### config.mk
export PLATFORM = sky130hd
export DESIGN_NAME = pwm_period_duty_calculator_top_flat
export DESIGN_NICKNAME = d
export VERILOG_FILES = /design/src/rtl/core/pwmc_pkg.sv /design/src/rtl/core/pwmc_if.sv /design/src/rtl/core/pwm_period_duty_calculator_top.sv /design/src/rtl/core/pwmc_div.sv /design/src/flat_wrapper.sv
export SDC_FILE = /design/constraint.sdc
export NUM_CORES = 2
export LEC_CHECK = 0
export ABC_AREA = 1
export ABC_CLOCK_PERIOD_IN_PS = 8210
export BUFFER_PORTS_ARGS = -buffer_cell sky130_fd_sc_hd__buf_4
export CORE_MARGIN = 3
export CORE_UTILIZATION = 62
export DETAILED_ROUTE_END_ITERATION = 8
export PLACE_DENSITY = 0.8
export SLEW_MARGIN = 0
export SYNTH_ARGS = -nofsm -noshare
export SYNTH_HDL_FRONTEND = slang
export SYNTH_HIERARCHICAL = 1
export SYNTH_SLANG_ARGS = --single-unit
### constraint.sdc
create_clock -name clock -period 8.21 [get_ports clock]
set_clock_uncertainty 0.15 [all_clocks]
set_input_delay 1.642 -clock clock [delete_from_list [all_inputs] [get_ports clock]]
set_output_delay 1.642 -clock clock [all_outputs]
set_load 0.005 [all_outputs]
### src/rtl/core/pwmc_pkg.sv
// ----------------------------------------------------------------------------
// pwmc_pkg: shared types and constants of the pwm period and duty calculator
// Holds the transaction codes, the sequencer states and the arithmetic
// constants used by the calculator and its shared divider.
// ----------------------------------------------------------------------------
`default_nettype none

package pwmc_pkg;

   // default sizing of the timer block
   localparam int NumTimerUnits      = 4;
   localparam int FirstTimerChannels = 8;
   localparam int OtherTimerChannels = 2;

   // slot addressing: slot = timer * 8 + channel
   localparam int ChanPerTimer = 8;
   localparam int SlotCount    = 32;
   localparam int SlotWidth    = $clog2(SlotCount);

   // field widths
   localparam int ClockWidth   = 28;
   localparam int DutyWidth    = 31;
   localparam int ModuloWidth  = 16;
   localparam int CompareWidth = 17;
   localparam int CsrIdxWidth  = 4;

   // arithmetic constants
   localparam int unsigned SlowClockHz = 31250;
   localparam int unsigned ModLimit    = 65536;
   localparam int unsigned DutyFull    = 32767;
   localparam int          DutyShift   = 16;
   localparam int          ClockShift  = 7;
   localparam int          SlowShift   = ClockShift + $clog2(ModLimit);

   // shared divider sizing
   localparam int DividendWidth = 32;
   localparam int DivisorWidth  = ClockWidth;
   localparam int DivCountWidth = $clog2(DividendWidth);

   typedef enum logic [1:0] {
      OP_SET_FREQ    = 2'd0,
      OP_SET_DUTY    = 2'd1,
      OP_RELEASE     = 2'd2,
      OP_RELEASE_ALL = 2'd3
   } op_type;

   typedef enum logic [1:0] {
      KIND_SETUP   = 2'd0,
      KIND_COMPARE = 2'd1,
      KIND_ERROR   = 2'd2
   } kind_type;

   typedef enum logic [1:0] {
      SRC_NONE = 2'd0,
      SRC_MAIN = 2'd1,
      SRC_SLOW = 2'd2
   } src_type;

   typedef enum logic [CsrIdxWidth-1:0] {
      CSR_CLOCK_HZ = 4'd0,
      CSR_SLOW_OK  = 4'd1
   } csr_index_type;

   typedef enum logic [3:0] {
      ST_IDLE,
      ST_DIV_PERIOD,
      ST_NORMALIZE,
      ST_SCAN,
      ST_SCALE,
      ST_DIV_CMP,
      ST_EMIT
   } state_type;

   typedef struct packed {
      kind_type                 kind;
      logic [1:0]               out_timer;
      logic [2:0]               out_channel;
      src_type                  clock_source;
      logic [3:0]               prescale;
      logic [ModuloWidth-1:0]   modulo;
      logic                     out_center;
      logic [CompareWidth-1:0]  compare_value;
      logic                     last;
   } rsp_type;

endpackage

`default_nettype wire

### src/rtl/core/pwmc_if.sv
// ----------------------------------------------------------------------------
// pwmc channel interfaces
// Request, response and register write channels with valid/ready handshake.
// ----------------------------------------------------------------------------
`default_nettype none

interface pwmc_req_if;
   logic        valid;
   logic        ready;
   logic [1:0]  operation;
   logic [1:0]  timer;
   logic [2:0]  channel;
   logic [27:0] frequency_hz;
   logic        center_aligned;
   logic [30:0] duty_value;

   modport source (output valid, operation, timer, channel, frequency_hz,
                   center_aligned, duty_value, input ready);
   modport sink   (input valid, operation, timer, channel, frequency_hz,
                   center_aligned, duty_value, output ready);
endinterface

interface pwmc_rsp_if;
   logic        valid;
   logic        ready;
   logic [1:0]  kind;
   logic [1:0]  out_timer;
   logic [2:0]  out_channel;
   logic [1:0]  clock_source;
   logic [3:0]  prescale;
   logic [15:0] modulo;
   logic        out_center;
   logic [16:0] compare_value;
   logic        last;

   modport source (output valid, kind, out_timer, out_channel, clock_source,
                   prescale, modulo, out_center, compare_value, last,
                   input ready);
   modport sink   (input valid, kind, out_timer, out_channel, clock_source,
                   prescale, modulo, out_center, compare_value, last,
                   output ready);
endinterface

interface pwmc_csr_if;
   logic        valid;
   logic        ready;
   logic [3:0]  index;
   logic [27:0] data;

   modport source (output valid, index, data, input ready);
   modport sink   (input valid, index, data, output ready);
endinterface

`default_nettype wire

### src/rtl/core/pwm_period_duty_calculator_top.sv
// ----------------------------------------------------------------------------
// pwm_period_duty_calculator_top: pwm timer period and duty calculator
// Works out prescale, modulo and channel compare values for the pwm timers.
// ----------------------------------------------------------------------------
// The block takes one request transaction at a time and is not ready until
// the last response of that request has been taken. A frequency request runs
// one division on the shared divider, then normalizes the quotient one bit
// per cycle (up to 12 shifts, then a store step) before the setup response.
// Every active channel of that timer then follows with one compare response,
// each costing a scan step per slot passed, a duty read, one multiply and
// another division (a duty with zero in bits 30:16 skips the division).
// A duty request costs one multiply and one division (none when it skips the
// division), a release no division, and a release-all one scan step per slot
// passed and one response per active channel.
// ----------------------------------------------------------------------------
`default_nettype none

module pwm_period_duty_calculator_top #(
   parameter int NUM_TIMER_UNITS      = pwmc_pkg::NumTimerUnits,
   parameter int FIRST_TIMER_CHANNELS = pwmc_pkg::FirstTimerChannels,
   parameter int OTHER_TIMER_CHANNELS = pwmc_pkg::OtherTimerChannels
) (
   input  wire logic  clock,
   input  wire logic  reset,
   pwmc_req_if.sink   req_bus,
   pwmc_rsp_if.source rsp_bus,
   pwmc_csr_if.sink   csr_bus
);

   localparam int SW = pwmc_pkg::SlotWidth;
   localparam int MW = pwmc_pkg::ModuloWidth;
   localparam int CW = pwmc_pkg::CompareWidth;
   localparam int DW = pwmc_pkg::DividendWidth;
   localparam int KW = pwmc_pkg::ClockWidth;

   // configuration registers
   logic [KW-1:0] clk_hz_ff;
   logic          slow_ok_ff;

   // sequencer and captured request
   pwmc_pkg::state_type state_ff, state_in;
   pwmc_pkg::op_type    op_ff, op_in;
   logic [1:0]          tm_ff, tm_in;
   logic [2:0]          ch_ff, ch_in;
   logic                ctr_ff, ctr_in;
   logic [30:0]         duty_ff, duty_in;
   pwmc_pkg::src_type   src_ff, src_in;
   logic [3:0]          ps_ff, ps_in;
   logic [DW-1:0]       quo_ff, quo_in;
   logic [SW-1:0]       scan_ff, scan_in;
   pwmc_pkg::rsp_type   rsp_ff, rsp_in;

   // timer and channel state
   logic [MW-1:0]                    period_ff [4];
   logic [MW-1:0]                    period_in [4];
   logic [pwmc_pkg::SlotCount-1:0]   act_ff, act_in;

   // duty store: only read for active channels, so it needs no reset
   logic [30:0] duty_mem [pwmc_pkg::SlotCount];
   logic [30:0] duty_rd_ff;
   logic        mem_we;

   // shared divider hookup
   logic          div_start;
   logic [DW-1:0] div_dividend;
   logic [KW-1:0] div_divisor;
   logic          div_done;
   logic [DW-1:0] div_quotient;

   // request decode
   logic                req_fire, rsp_fire;
   pwmc_pkg::op_type    op_req;
   logic                tm_ok, ch_ok;
   logic                slow_sel;
   logic [KW-1:0]       clk_sel;
   logic [DW-1:0]       period_dvd;

   // compare path
   logic [30:0]   duty_src;
   logic [14:0]   duty_hi;
   logic [16:0]   mod_plus;
   logic [DW-1:0] scale_prod;
   logic [7:0]    tm_blk;
   logic          higher_tm, higher_all;
   logic [2:0]    cmp_ch;
   logic          cmp_last;
   logic [MW-1:0] mo_val;

   function automatic pwmc_pkg::rsp_type make_rsp(
      input pwmc_pkg::kind_type kind,
      input logic [1:0]         tm,
      input logic [2:0]         ch,
      input pwmc_pkg::src_type  src,
      input logic [3:0]         ps,
      input logic [MW-1:0]      mo,
      input logic               ctr,
      input logic [CW-1:0]      cmp,
      input logic               last
   );
      pwmc_pkg::rsp_type r;
      r.kind          = kind;
      r.out_timer     = tm;
      r.out_channel   = ch;
      r.clock_source  = src;
      r.prescale      = ps;
      r.modulo        = mo;
      r.out_center    = ctr;
      r.compare_value = cmp;
      r.last          = last;
      return r;
   endfunction

   // ------------------------------------------------------------------
   // handshakes
   // ------------------------------------------------------------------
   assign req_bus.ready = (state_ff == pwmc_pkg::ST_IDLE);
   assign req_fire      = req_bus.valid && req_bus.ready;
   assign rsp_bus.valid = (state_ff == pwmc_pkg::ST_EMIT);
   assign rsp_fire      = rsp_bus.valid && rsp_bus.ready;
   assign csr_bus.ready = 1'b1;

   assign rsp_bus.kind          = rsp_ff.kind;
   assign rsp_bus.out_timer     = rsp_ff.out_timer;
   assign rsp_bus.out_channel   = rsp_ff.out_channel;
   assign rsp_bus.clock_source  = rsp_ff.clock_source;
   assign rsp_bus.prescale      = rsp_ff.prescale;
   assign rsp_bus.modulo        = rsp_ff.modulo;
   assign rsp_bus.out_center    = rsp_ff.out_center;
   assign rsp_bus.compare_value = rsp_ff.compare_value;
   assign rsp_bus.last          = rsp_ff.last;

   // ------------------------------------------------------------------
   // register writes
   // ------------------------------------------------------------------
   always_ff @(posedge clock) begin
      if (reset) begin
         clk_hz_ff  <= KW'(48000000);
         slow_ok_ff <= 1'b1;
      end else if (csr_bus.valid && csr_bus.ready) begin
         unique case (csr_bus.index)
            pwmc_pkg::CSR_CLOCK_HZ: clk_hz_ff  <= csr_bus.data;
            pwmc_pkg::CSR_SLOW_OK:  slow_ok_ff <= csr_bus.data[0];
            default: ;  // unknown register, write dropped
         endcase
      end
   end

   // ------------------------------------------------------------------
   // request decode
   // ------------------------------------------------------------------
   assign op_req = pwmc_pkg::op_type'(req_bus.operation);
   assign tm_ok  = int'(req_bus.timer) < NUM_TIMER_UNITS;
   assign ch_ok  = tm_ok && (int'(req_bus.channel) <
                   ((req_bus.timer == 2'd0) ? FIRST_TIMER_CHANNELS : OTHER_TIMER_CHANNELS));

   // slow clock, if allowed, when frequency < (clock >> 7) / 65536
   assign slow_sel   = slow_ok_ff &&
                       (req_bus.frequency_hz < KW'(clk_hz_ff >> pwmc_pkg::SlowShift));
   assign clk_sel    = slow_sel ? KW'(pwmc_pkg::SlowClockHz) : clk_hz_ff;
   // rounded clock / frequency
   assign period_dvd = DW'(clk_sel) + DW'(req_bus.frequency_hz >> 1);

   // ------------------------------------------------------------------
   // compare value: (duty >> 16) * (modulo + 1) / 32767
   // ------------------------------------------------------------------
   assign duty_src   = (op_ff == pwmc_pkg::OP_SET_FREQ) ? duty_rd_ff : duty_ff;
   assign duty_hi    = duty_src[30:pwmc_pkg::DutyShift];
   assign mod_plus   = {1'b0, period_ff[tm_ff]} + 17'd1;
   assign scale_prod = {17'b0, duty_hi} * {15'b0, mod_plus};

   // is there another active channel after the scan position
   assign tm_blk     = act_ff[{tm_ff, 3'b000} +: pwmc_pkg::ChanPerTimer];
   assign higher_tm  = |(8'(tm_blk >> scan_ff[2:0]) >> 1);
   assign higher_all = |((act_ff >> scan_ff) >> 1);

   // frequency requests report the scanned channel, duty requests their own
   assign cmp_ch   = (op_ff == pwmc_pkg::OP_SET_FREQ) ? scan_ff[2:0] : ch_ff;
   assign cmp_last = (op_ff == pwmc_pkg::OP_SET_FREQ) ? !higher_tm : 1'b1;

   // a rounded result of zero is forced to one, giving modulo zero
   assign mo_val = (quo_ff == '0) ? '0 : MW'(quo_ff - 1'b1);

   assign div_dividend = (state_ff == pwmc_pkg::ST_IDLE) ? period_dvd : scale_prod;
   assign div_divisor  = (state_ff == pwmc_pkg::ST_IDLE) ? req_bus.frequency_hz
                                                         : KW'(pwmc_pkg::DutyFull);

   pwmc_div u_div (
      .clock    (clock),
      .reset    (reset),
      .start    (div_start),
      .dividend (div_dividend),
      .divisor  (div_divisor),
      .done     (div_done),
      .quotient (div_quotient)
   );

   // ------------------------------------------------------------------
   // sequencer
   // ------------------------------------------------------------------
   always_comb begin
      state_in  = state_ff;
      op_in     = op_ff;
      tm_in     = tm_ff;
      ch_in     = ch_ff;
      ctr_in    = ctr_ff;
      duty_in   = duty_ff;
      src_in    = src_ff;
      ps_in     = ps_ff;
      quo_in    = quo_ff;
      scan_in   = scan_ff;
      rsp_in    = rsp_ff;
      period_in = period_ff;
      act_in    = act_ff;
      div_start = 1'b0;
      mem_we    = 1'b0;

      unique case (state_ff)
         pwmc_pkg::ST_IDLE: begin
            if (req_fire) begin
               op_in   = op_req;
               tm_in   = req_bus.timer;
               ch_in   = req_bus.channel;
               ctr_in  = req_bus.center_aligned;
               duty_in = req_bus.duty_value;
               src_in  = slow_sel ? pwmc_pkg::SRC_SLOW : pwmc_pkg::SRC_MAIN;
               ps_in   = '0;
               rsp_in  = make_rsp(pwmc_pkg::KIND_ERROR, req_bus.timer, req_bus.channel,
                                  pwmc_pkg::SRC_NONE, '0, '0, 1'b0, '0, 1'b1);
               unique case (op_req)
                  pwmc_pkg::OP_SET_FREQ: begin
                     scan_in = {req_bus.timer, 3'b000};
                     if (!tm_ok || req_bus.frequency_hz == '0) begin
                        state_in = pwmc_pkg::ST_EMIT;
                     end else begin
                        div_start = 1'b1;
                        state_in  = pwmc_pkg::ST_DIV_PERIOD;
                     end
                  end
                  pwmc_pkg::OP_SET_DUTY: begin
                     if (!ch_ok) begin
                        state_in = pwmc_pkg::ST_EMIT;
                     end else begin
                        mem_we = 1'b1;
                        act_in[{req_bus.timer, req_bus.channel}] = 1'b1;
                        state_in = pwmc_pkg::ST_SCALE;
                     end
                  end
                  pwmc_pkg::OP_RELEASE: begin
                     if (ch_ok) begin
                        act_in[{req_bus.timer, req_bus.channel}] = 1'b0;
                        rsp_in = make_rsp(pwmc_pkg::KIND_COMPARE, req_bus.timer,
                                          req_bus.channel, pwmc_pkg::SRC_NONE,
                                          '0, '0, 1'b0, '0, 1'b1);
                     end
                     state_in = pwmc_pkg::ST_EMIT;
                  end
                  pwmc_pkg::OP_RELEASE_ALL: begin
                     scan_in = '0;
                     // nothing active: no response at all
                     state_in = (act_ff == '0) ? pwmc_pkg::ST_IDLE : pwmc_pkg::ST_SCAN;
                  end
                  default: ;
               endcase
            end
         end

         pwmc_pkg::ST_DIV_PERIOD: begin
            if (div_done) begin
               quo_in   = div_quotient;
               state_in = pwmc_pkg::ST_NORMALIZE;
            end
         end

         pwmc_pkg::ST_NORMALIZE: begin
            // halve until the count fits the 16-bit counter
            if (quo_ff > DW'(pwmc_pkg::ModLimit)) begin
               quo_in = quo_ff >> 1;
               ps_in  = ps_ff + 4'd1;
            end else begin
               period_in[tm_ff] = mo_val;
               rsp_in = make_rsp(pwmc_pkg::KIND_SETUP, tm_ff, 3'd0, src_ff, ps_ff,
                                 mo_val, ctr_ff, '0, ~|tm_blk);
               state_in = pwmc_pkg::ST_EMIT;
            end
         end

         pwmc_pkg::ST_SCAN: begin
            if (act_ff[scan_ff]) begin
               if (op_ff == pwmc_pkg::OP_RELEASE_ALL) begin
                  act_in[scan_ff] = 1'b0;
                  rsp_in = make_rsp(pwmc_pkg::KIND_COMPARE, scan_ff[4:3], scan_ff[2:0],
                                    pwmc_pkg::SRC_NONE, '0, '0, 1'b0, '0, !higher_all);
                  state_in = pwmc_pkg::ST_EMIT;
               end else begin
                  // duty read lands in duty_rd_ff on this edge
                  state_in = pwmc_pkg::ST_SCALE;
               end
            end else begin
               scan_in = scan_ff + 1'b1;
            end
         end

         pwmc_pkg::ST_SCALE: begin
            if (duty_hi == '0) begin
               rsp_in = make_rsp(pwmc_pkg::KIND_COMPARE, tm_ff, cmp_ch, pwmc_pkg::SRC_NONE,
                                 '0, '0, 1'b0, '0, cmp_last);
               state_in = pwmc_pkg::ST_EMIT;
            end else begin
               div_start = 1'b1;
               state_in  = pwmc_pkg::ST_DIV_CMP;
            end
         end

         pwmc_pkg::ST_DIV_CMP: begin
            if (div_done) begin
               rsp_in = make_rsp(pwmc_pkg::KIND_COMPARE, tm_ff, cmp_ch, pwmc_pkg::SRC_NONE,
                                 '0, '0, 1'b0, CW'(div_quotient), cmp_last);
               state_in = pwmc_pkg::ST_EMIT;
            end
         end

         pwmc_pkg::ST_EMIT: begin
            if (rsp_fire) begin
               if (rsp_ff.last) begin
                  state_in = pwmc_pkg::ST_IDLE;
               end else if (rsp_ff.kind == pwmc_pkg::KIND_SETUP) begin
                  state_in = pwmc_pkg::ST_SCAN;
               end else begin
                  scan_in  = scan_ff + 1'b1;
                  state_in = pwmc_pkg::ST_SCAN;
               end
            end
         end

         default: state_in = pwmc_pkg::ST_IDLE;
      endcase
   end

   always_ff @(posedge clock) begin
      if (reset) begin
         state_ff  <= pwmc_pkg::ST_IDLE;
         act_ff    <= '0;
         period_ff <= '{default: '0};
      end else begin
         state_ff  <= state_in;
         act_ff    <= act_in;
         period_ff <= period_in;
      end
   end

   always_ff @(posedge clock) begin
      op_ff   <= op_in;
      tm_ff   <= tm_in;
      ch_ff   <= ch_in;
      ctr_ff  <= ctr_in;
      duty_ff <= duty_in;
      src_ff  <= src_in;
      ps_ff   <= ps_in;
      quo_ff  <= quo_in;
      scan_ff <= scan_in;
      rsp_ff  <= rsp_in;
   end

   // duty store, one write port and one registered read port
   always_ff @(posedge clock) begin
      if (mem_we) begin
         duty_mem[{req_bus.timer, req_bus.channel}] <= req_bus.duty_value;
      end
      duty_rd_ff <= duty_mem[scan_ff];
   end

   // ------------------------------------------------------------------
   // assertions
   // ------------------------------------------------------------------

   // a pending response always blocks new requests
   a_rsp_blocks_req: assert property (@(posedge clock) disable iff (reset)
      rsp_bus.valid |-> !req_bus.ready)
      else $error("request accepted while a response is pending");

   // every normalize step bumps the prescale by one
   a_prescale_step: assert property (@(posedge clock) disable iff (reset)
      (state_ff == pwmc_pkg::ST_NORMALIZE && quo_ff > DW'(pwmc_pkg::ModLimit))
      |=> ps_ff == $past(ps_ff) + 4'd1)
      else $error("prescale did not advance with the shift");

   // a setup response reports the modulo that was stored for its timer
   a_setup_modulo: assert property (@(posedge clock) disable iff (reset)
      (rsp_bus.valid && rsp_ff.kind == pwmc_pkg::KIND_SETUP)
      |-> rsp_ff.modulo == period_ff[rsp_ff.out_timer])
      else $error("setup modulo differs from stored modulo");

   // scanning only happens while some channel is still active
   a_scan_has_work: assert property (@(posedge clock) disable iff (reset)
      state_ff == pwmc_pkg::ST_SCAN |-> act_ff != '0)
      else $error("slot scan with no active channel");

   // divider results only arrive while the sequencer waits for them
   a_div_done_expected: assert property (@(posedge clock) disable iff (reset)
      div_done |-> (state_ff == pwmc_pkg::ST_DIV_PERIOD ||
                    state_ff == pwmc_pkg::ST_DIV_CMP))
      else $error("divider finished outside a divide state");

endmodule

`default_nettype wire

### src/rtl/core/pwmc_div.sv
// ----------------------------------------------------------------------------
// pwmc_div: shared restoring divider
// Unsigned divide, one quotient bit per cycle; done pulses for one cycle.
// ----------------------------------------------------------------------------
`default_nettype none

module pwmc_div (
   input  wire logic                                clock,
   input  wire logic                                reset,
   input  wire logic                                start,
   input  wire logic [pwmc_pkg::DividendWidth-1:0]  dividend,
   input  wire logic [pwmc_pkg::DivisorWidth-1:0]   divisor,
   output logic                                     done,
   output logic [pwmc_pkg::DividendWidth-1:0]       quotient
);

   localparam int DW = pwmc_pkg::DividendWidth;
   localparam int VW = pwmc_pkg::DivisorWidth;
   localparam int CW = pwmc_pkg::DivCountWidth;

   logic          busy_ff, busy_in;
   logic          done_ff, done_in;
   logic [CW-1:0] cnt_ff, cnt_in;
   logic [VW-1:0] rem_ff, rem_in;
   logic [VW-1:0] dvs_ff, dvs_in;
   logic [DW-1:0] qd_ff, qd_in;

   logic [VW:0]   rem_shift;
   logic          fits;
   logic [VW:0]   rem_sub;

   // partial remainder shifted by one dividend bit
   assign rem_shift = {rem_ff, qd_ff[DW-1]};
   assign fits      = rem_shift >= {1'b0, dvs_ff};
   assign rem_sub   = rem_shift - {1'b0, dvs_ff};

   always_comb begin
      busy_in = busy_ff;
      done_in = 1'b0;
      cnt_in  = cnt_ff;
      rem_in  = rem_ff;
      dvs_in  = dvs_ff;
      qd_in   = qd_ff;
      if (start) begin
         busy_in = 1'b1;
         cnt_in  = '0;
         rem_in  = '0;
         dvs_in  = divisor;
         qd_in   = dividend;
      end else if (busy_ff) begin
         rem_in = fits ? rem_sub[VW-1:0] : rem_shift[VW-1:0];
         qd_in  = {qd_ff[DW-2:0], fits};
         cnt_in = cnt_ff + 1'b1;
         if (cnt_ff == CW'(DW - 1)) begin
            busy_in = 1'b0;
            done_in = 1'b1;
         end
      end
   end

   always_ff @(posedge clock) begin
      if (reset) begin
         busy_ff <= 1'b0;
         done_ff <= 1'b0;
         cnt_ff  <= '0;
      end else begin
         busy_ff <= busy_in;
         done_ff <= done_in;
         cnt_ff  <= cnt_in;
      end
      rem_ff <= rem_in;
      dvs_ff <= dvs_in;
      qd_ff  <= qd_in;
   end

   assign done     = done_ff;
   assign quotient = qd_ff;

endmodule

`default_nettype wire
### src/flat_wrapper.sv
// flat-port wrapper written by rule: the top's interface ports become plain ports
module pwm_period_duty_calculator_top_flat 
#(
   parameter int NUM_TIMER_UNITS      = pwmc_pkg::NumTimerUnits,
   parameter int FIRST_TIMER_CHANNELS = pwmc_pkg::FirstTimerChannels,
   parameter int OTHER_TIMER_CHANNELS = pwmc_pkg::OtherTimerChannels
)
  (clock, reset, req_bus_valid, req_bus_operation, req_bus_timer, req_bus_channel, req_bus_frequency_hz, req_bus_center_aligned, req_bus_duty_value, req_bus_ready, rsp_bus_valid, rsp_bus_kind, rsp_bus_out_timer, rsp_bus_out_channel, rsp_bus_clock_source, rsp_bus_prescale, rsp_bus_modulo, rsp_bus_out_center, rsp_bus_compare_value, rsp_bus_last, rsp_bus_ready, csr_bus_valid, csr_bus_index, csr_bus_data, csr_bus_ready);
  pwmc_req_if req_bus_i ();
  pwmc_rsp_if rsp_bus_i ();
  pwmc_csr_if csr_bus_i ();
  input  wire logic clock;
  input  wire logic reset;
  input wire logic [$bits(req_bus_i.valid)-1:0] req_bus_valid;
  input wire logic [$bits(req_bus_i.operation)-1:0] req_bus_operation;
  input wire logic [$bits(req_bus_i.timer)-1:0] req_bus_timer;
  input wire logic [$bits(req_bus_i.channel)-1:0] req_bus_channel;
  input wire logic [$bits(req_bus_i.frequency_hz)-1:0] req_bus_frequency_hz;
  input wire logic [$bits(req_bus_i.center_aligned)-1:0] req_bus_center_aligned;
  input wire logic [$bits(req_bus_i.duty_value)-1:0] req_bus_duty_value;
  output wire logic [$bits(req_bus_i.ready)-1:0] req_bus_ready;
  output wire logic [$bits(rsp_bus_i.valid)-1:0] rsp_bus_valid;
  output wire logic [$bits(rsp_bus_i.kind)-1:0] rsp_bus_kind;
  output wire logic [$bits(rsp_bus_i.out_timer)-1:0] rsp_bus_out_timer;
  output wire logic [$bits(rsp_bus_i.out_channel)-1:0] rsp_bus_out_channel;
  output wire logic [$bits(rsp_bus_i.clock_source)-1:0] rsp_bus_clock_source;
  output wire logic [$bits(rsp_bus_i.prescale)-1:0] rsp_bus_prescale;
  output wire logic [$bits(rsp_bus_i.modulo)-1:0] rsp_bus_modulo;
  output wire logic [$bits(rsp_bus_i.out_center)-1:0] rsp_bus_out_center;
  output wire logic [$bits(rsp_bus_i.compare_value)-1:0] rsp_bus_compare_value;
  output wire logic [$bits(rsp_bus_i.last)-1:0] rsp_bus_last;
  input wire logic [$bits(rsp_bus_i.ready)-1:0] rsp_bus_ready;
  input wire logic [$bits(csr_bus_i.valid)-1:0] csr_bus_valid;
  input wire logic [$bits(csr_bus_i.index)-1:0] csr_bus_index;
  input wire logic [$bits(csr_bus_i.data)-1:0] csr_bus_data;
  output wire logic [$bits(csr_bus_i.ready)-1:0] csr_bus_ready;
  assign req_bus_i.valid = req_bus_valid;
  assign req_bus_i.operation = req_bus_operation;
  assign req_bus_i.timer = req_bus_timer;
  assign req_bus_i.channel = req_bus_channel;
  assign req_bus_i.frequency_hz = req_bus_frequency_hz;
  assign req_bus_i.center_aligned = req_bus_center_aligned;
  assign req_bus_i.duty_value = req_bus_duty_value;
  assign req_bus_ready = req_bus_i.ready;
  assign rsp_bus_valid = rsp_bus_i.valid;
  assign rsp_bus_kind = rsp_bus_i.kind;
  assign rsp_bus_out_timer = rsp_bus_i.out_timer;
  assign rsp_bus_out_channel = rsp_bus_i.out_channel;
  assign rsp_bus_clock_source = rsp_bus_i.clock_source;
  assign rsp_bus_prescale = rsp_bus_i.prescale;
  assign rsp_bus_modulo = rsp_bus_i.modulo;
  assign rsp_bus_out_center = rsp_bus_i.out_center;
  assign rsp_bus_compare_value = rsp_bus_i.compare_value;
  assign rsp_bus_last = rsp_bus_i.last;
  assign rsp_bus_i.ready = rsp_bus_ready;
  assign csr_bus_i.valid = csr_bus_valid;
  assign csr_bus_i.index = csr_bus_index;
  assign csr_bus_i.data = csr_bus_data;
  assign csr_bus_ready = csr_bus_i.ready;
  pwm_period_duty_calculator_top #(.NUM_TIMER_UNITS(NUM_TIMER_UNITS), .FIRST_TIMER_CHANNELS(FIRST_TIMER_CHANNELS), .OTHER_TIMER_CHANNELS(OTHER_TIMER_CHANNELS)) u_core (.clock(clock), .reset(reset), .req_bus(req_bus_i), .rsp_bus(rsp_bus_i), .csr_bus(csr_bus_i));
endmodule
==> summary.txt <==
die area: 82900 um2
Worst IR Drop VDD: 0.282 mV
Yosys warning total: 6
Reg2Reg Depth: 37
critical path arrival: 8.13 ns
worst reg2reg setup slack: 0.34 ns
WP data required: 8.47 ns
# Max-Cap Violations: 0
top layer in use: met5
GRT Overall Usage: 0.338
final setup TNS: 0 ns
Most used DFF post-synth: edfxtp_1
synth-to-layout area growth: 14.2%
port bufs: 137
cell area after synthesis: 49300 um2
via count of the first global-routing pass: 39593
Yosys reg bits: 832
area of the core: 78100 um2
via count: 41439
Critical Path End: u_core/u_div/quotient[25]
Iteration-0 DRC Markers: 4571
area leader, netlist: edfxtp_1
Reg2Reg Capture Point: u_core/u_div/quotient[25]
Hold Path Class: flip-flop to flip-flop
top-area cell type share of the netlist area: 0.399
Root Driver: clkbuf_16
hold_sp: u_core/period_ff[8]
post-synth cell types: 70
FP Rows: 102
DR WL/cell: 19.4 um
async set or reset register ratio after synthesis: 0
commonest cells in the netlist: nand2_1, inv_1, nor2_1, edfxtp_1, o21ai_0
Final Slew Violations: 0
most frequent CP cell: nand2_1
total power: 15.1 mW
Antenna Nets Post-Route: 0
RR Startpoint: u_core/tm_ff[0]
Diodes inserted: 0
clock sinks: 832
critical path class: flip-flop to flip-flop
Clock transition at path regs: 0.06 ns
nets: 6565
share of cells above drive strength 1: 0.0992
hpwl dp: 97.8 mm
fin cells: 7212
Skew-Pair Late Insertion Delay: 0.69 ns
min cycle time layout: 7.87 ns
most numerous cell in the Yosys netlist: nand2_1
final period utilization: 0.958
CTS tree: yes
Placed Cells incl. Taps: 7047
width of the die: 288 um
max incr delay on CP: 0.58 ns
initial antenna violation count: 2
GRT overflow: 0
crit-path max FO: 8
register area share after synthesis: 0.471
Critical path origin: u_core/tm_ff[0]
post-layout util: 0.720
Num CTS Buffers: 87
vias per cell: 5.75
largest buffer count on any clock path: 3
CP Capture Type: flip-flop
Post-synth EDFFs: 654
fmax: 127 MHz
H-Tree Level Count: 3
WL final: 140 mm
status: complete, no violations
Cells after Synth: 5659
DR WL met3: 13.2 mm
pin count of the biggest net entering global routing: 199
Initial Util: 0.631
routability cong.: 0.993
M1 WL: 53.6 mm
Slew Limit Headroom: 0.195
PwrDens: 269 nW/um2
ranking of synthesized cells by area: edfxtp_1, nand2_1, fa_1
met2 wire len: 66.5 mm
layout filler cell count: 5872
Leak: 25.0 nW
slowest CP cell: fa_1
first-pass GRT wire length: 217 mm
final hold slack: 0.304 ns
# IOs: 155
First-pass DRT Iterations: 6
Worst setup SP type: flip-flop
drc violations: 0
Fin. Hold Viols: 0
syn_area_per_cell: 8.71 um2
endpoints failing setup: 0
Die H: 288 um
measured slew at the worst slew-check pin: 1.21 ns
==> per-layer routing <==
layer,vias to the layer above,track usage
li1,19343,-
met1,19700,0.442
met2,2021,0.560
met3,371,0.0542
met4,4,0.147
met5,-,0
==> cells in the final DEF, fill, tap and decap left out, drive strengths merged, types with 4 or more instances in the layout <==
master    count
nand2      1125
nor2        808
inv         793
edfxtp      654
o21ai       514
buf         313
nand3       272
conb        271
a21oi       239
fa          195
dfxtp       178
ha          169
o22ai       129
clkbuf      108
nand4        91
nor3         48
clkinv       42
a221oi       31
or2          27
xor2         21
xnor2        17
bufinv       15
a22oi        13
a31oi        13
a22o         11
a32oi         9
o21bai        8
nor4          8
a21o          7
nand3b        7
and2          7
o32ai         5
clkinvlp      4
==> power breakdown <==
group          total [mW]  internal, mW  switching [mW]
combinational        5.33          1.55            3.78
sequential           5.58          5.31           0.275
clock                4.22          2.50            1.72
total                15.1          9.36            5.78
==> worst min-delay path by stage <==
stage	slack [ns]	cells past startpoint	endpoint
2_1_floorplan	0.27	2	u_core/clk_hz_ff[11]
3_3_place_gp	0.29	2	u_core/period_ff[58]
3_5_place_dp	0.29	2	u_core/period_ff[8]
4_1_cts	0.30	2	u_core/period_ff[8]
5_1_grt	0.33	2	u_core/period_ff[3]
6_report	0.30	2	u_core/period_ff[8]
==> through the flow <==
stage | setup WS (ns) | area, um2
finish | 0.342 | 56200
global route | -0.0145 | 56200
CTS | 0.288 | 56200
detailed placement | 0.344 | 53100
global placement | 0.366 | 53100
floorplan | 0.697 | 50300
==> critical path, delay by kind of cell (launching register included) <==
kind,cells,cell delay [ns]
flops,1,0.42
fa+ha+maj,8,3.63
simple gates,18,2.12
buf+inv,8,0.74
compound gates,3,0.57
==> what timing repair did <==
item                       4_1_cts  5_1_grt
resized for setup                0       15
setup endpoints to repair        0       17
hold buffers                     0        0
buffers inserted                 0        1
==> cell type report <==
| class | instances | area [um2] | area share |
|---|---|---|---|
| clock buffers | 108 | 2300 | 0.0408 |
| clock inverters | 56 | 822 | 0.0146 |
| inverters | 798 | 3010 | 0.0536 |
| multi-input cells | 4065 | 23100 | 0.412 |
| flip-flops and latches | 832 | 23200 | 0.413 |
| well taps | 1040 | 1300 | 0.0231 |
| repair buffers | 313 | 2470 | 0.0438 |
==> sequential cells by signal, indices dropped and copies added (netlist names), 5 cells and up, named ones only <==
| name | cells |
|---|---|
| u_core/duty_mem | 480 |
| u_core/rsp_bus.compare_value | 17 |
| u_core/u_div/dvs_ff | 28 |
| u_core/clk_hz_ff | 28 |
| u_core/duty_rd_ff | 15 |
| u_core/duty_ff | 15 |
| u_core/quo_ff | 32 |
| u_core/u_div/rem_ff | 28 |
| u_core/u_div/cnt_ff | 5 |
| u_core/rsp_bus.modulo | 16 |
| u_core/u_div/quotient | 32 |
| u_core/scan_ff | 5 |
| u_core/period_ff | 64 |
==> logic make-up (layout without fill, tap and decap cells) <==
family,Yosys count,in the layout,share of synthesized area
XOR/XNOR,38,38,0.00714
buffers and inverters,1031,1275,0.0823
adder cells (fa/ha/maj),364,364,0.122
flip-flops,832,832,0.471
AND/OR/NAND/NOR,2397,2397,0.205
other,2,271,0.000152
AO/OA/AOI/OAI,995,995,0.112
Note: power is estimated with default switching activity, not from simulation.
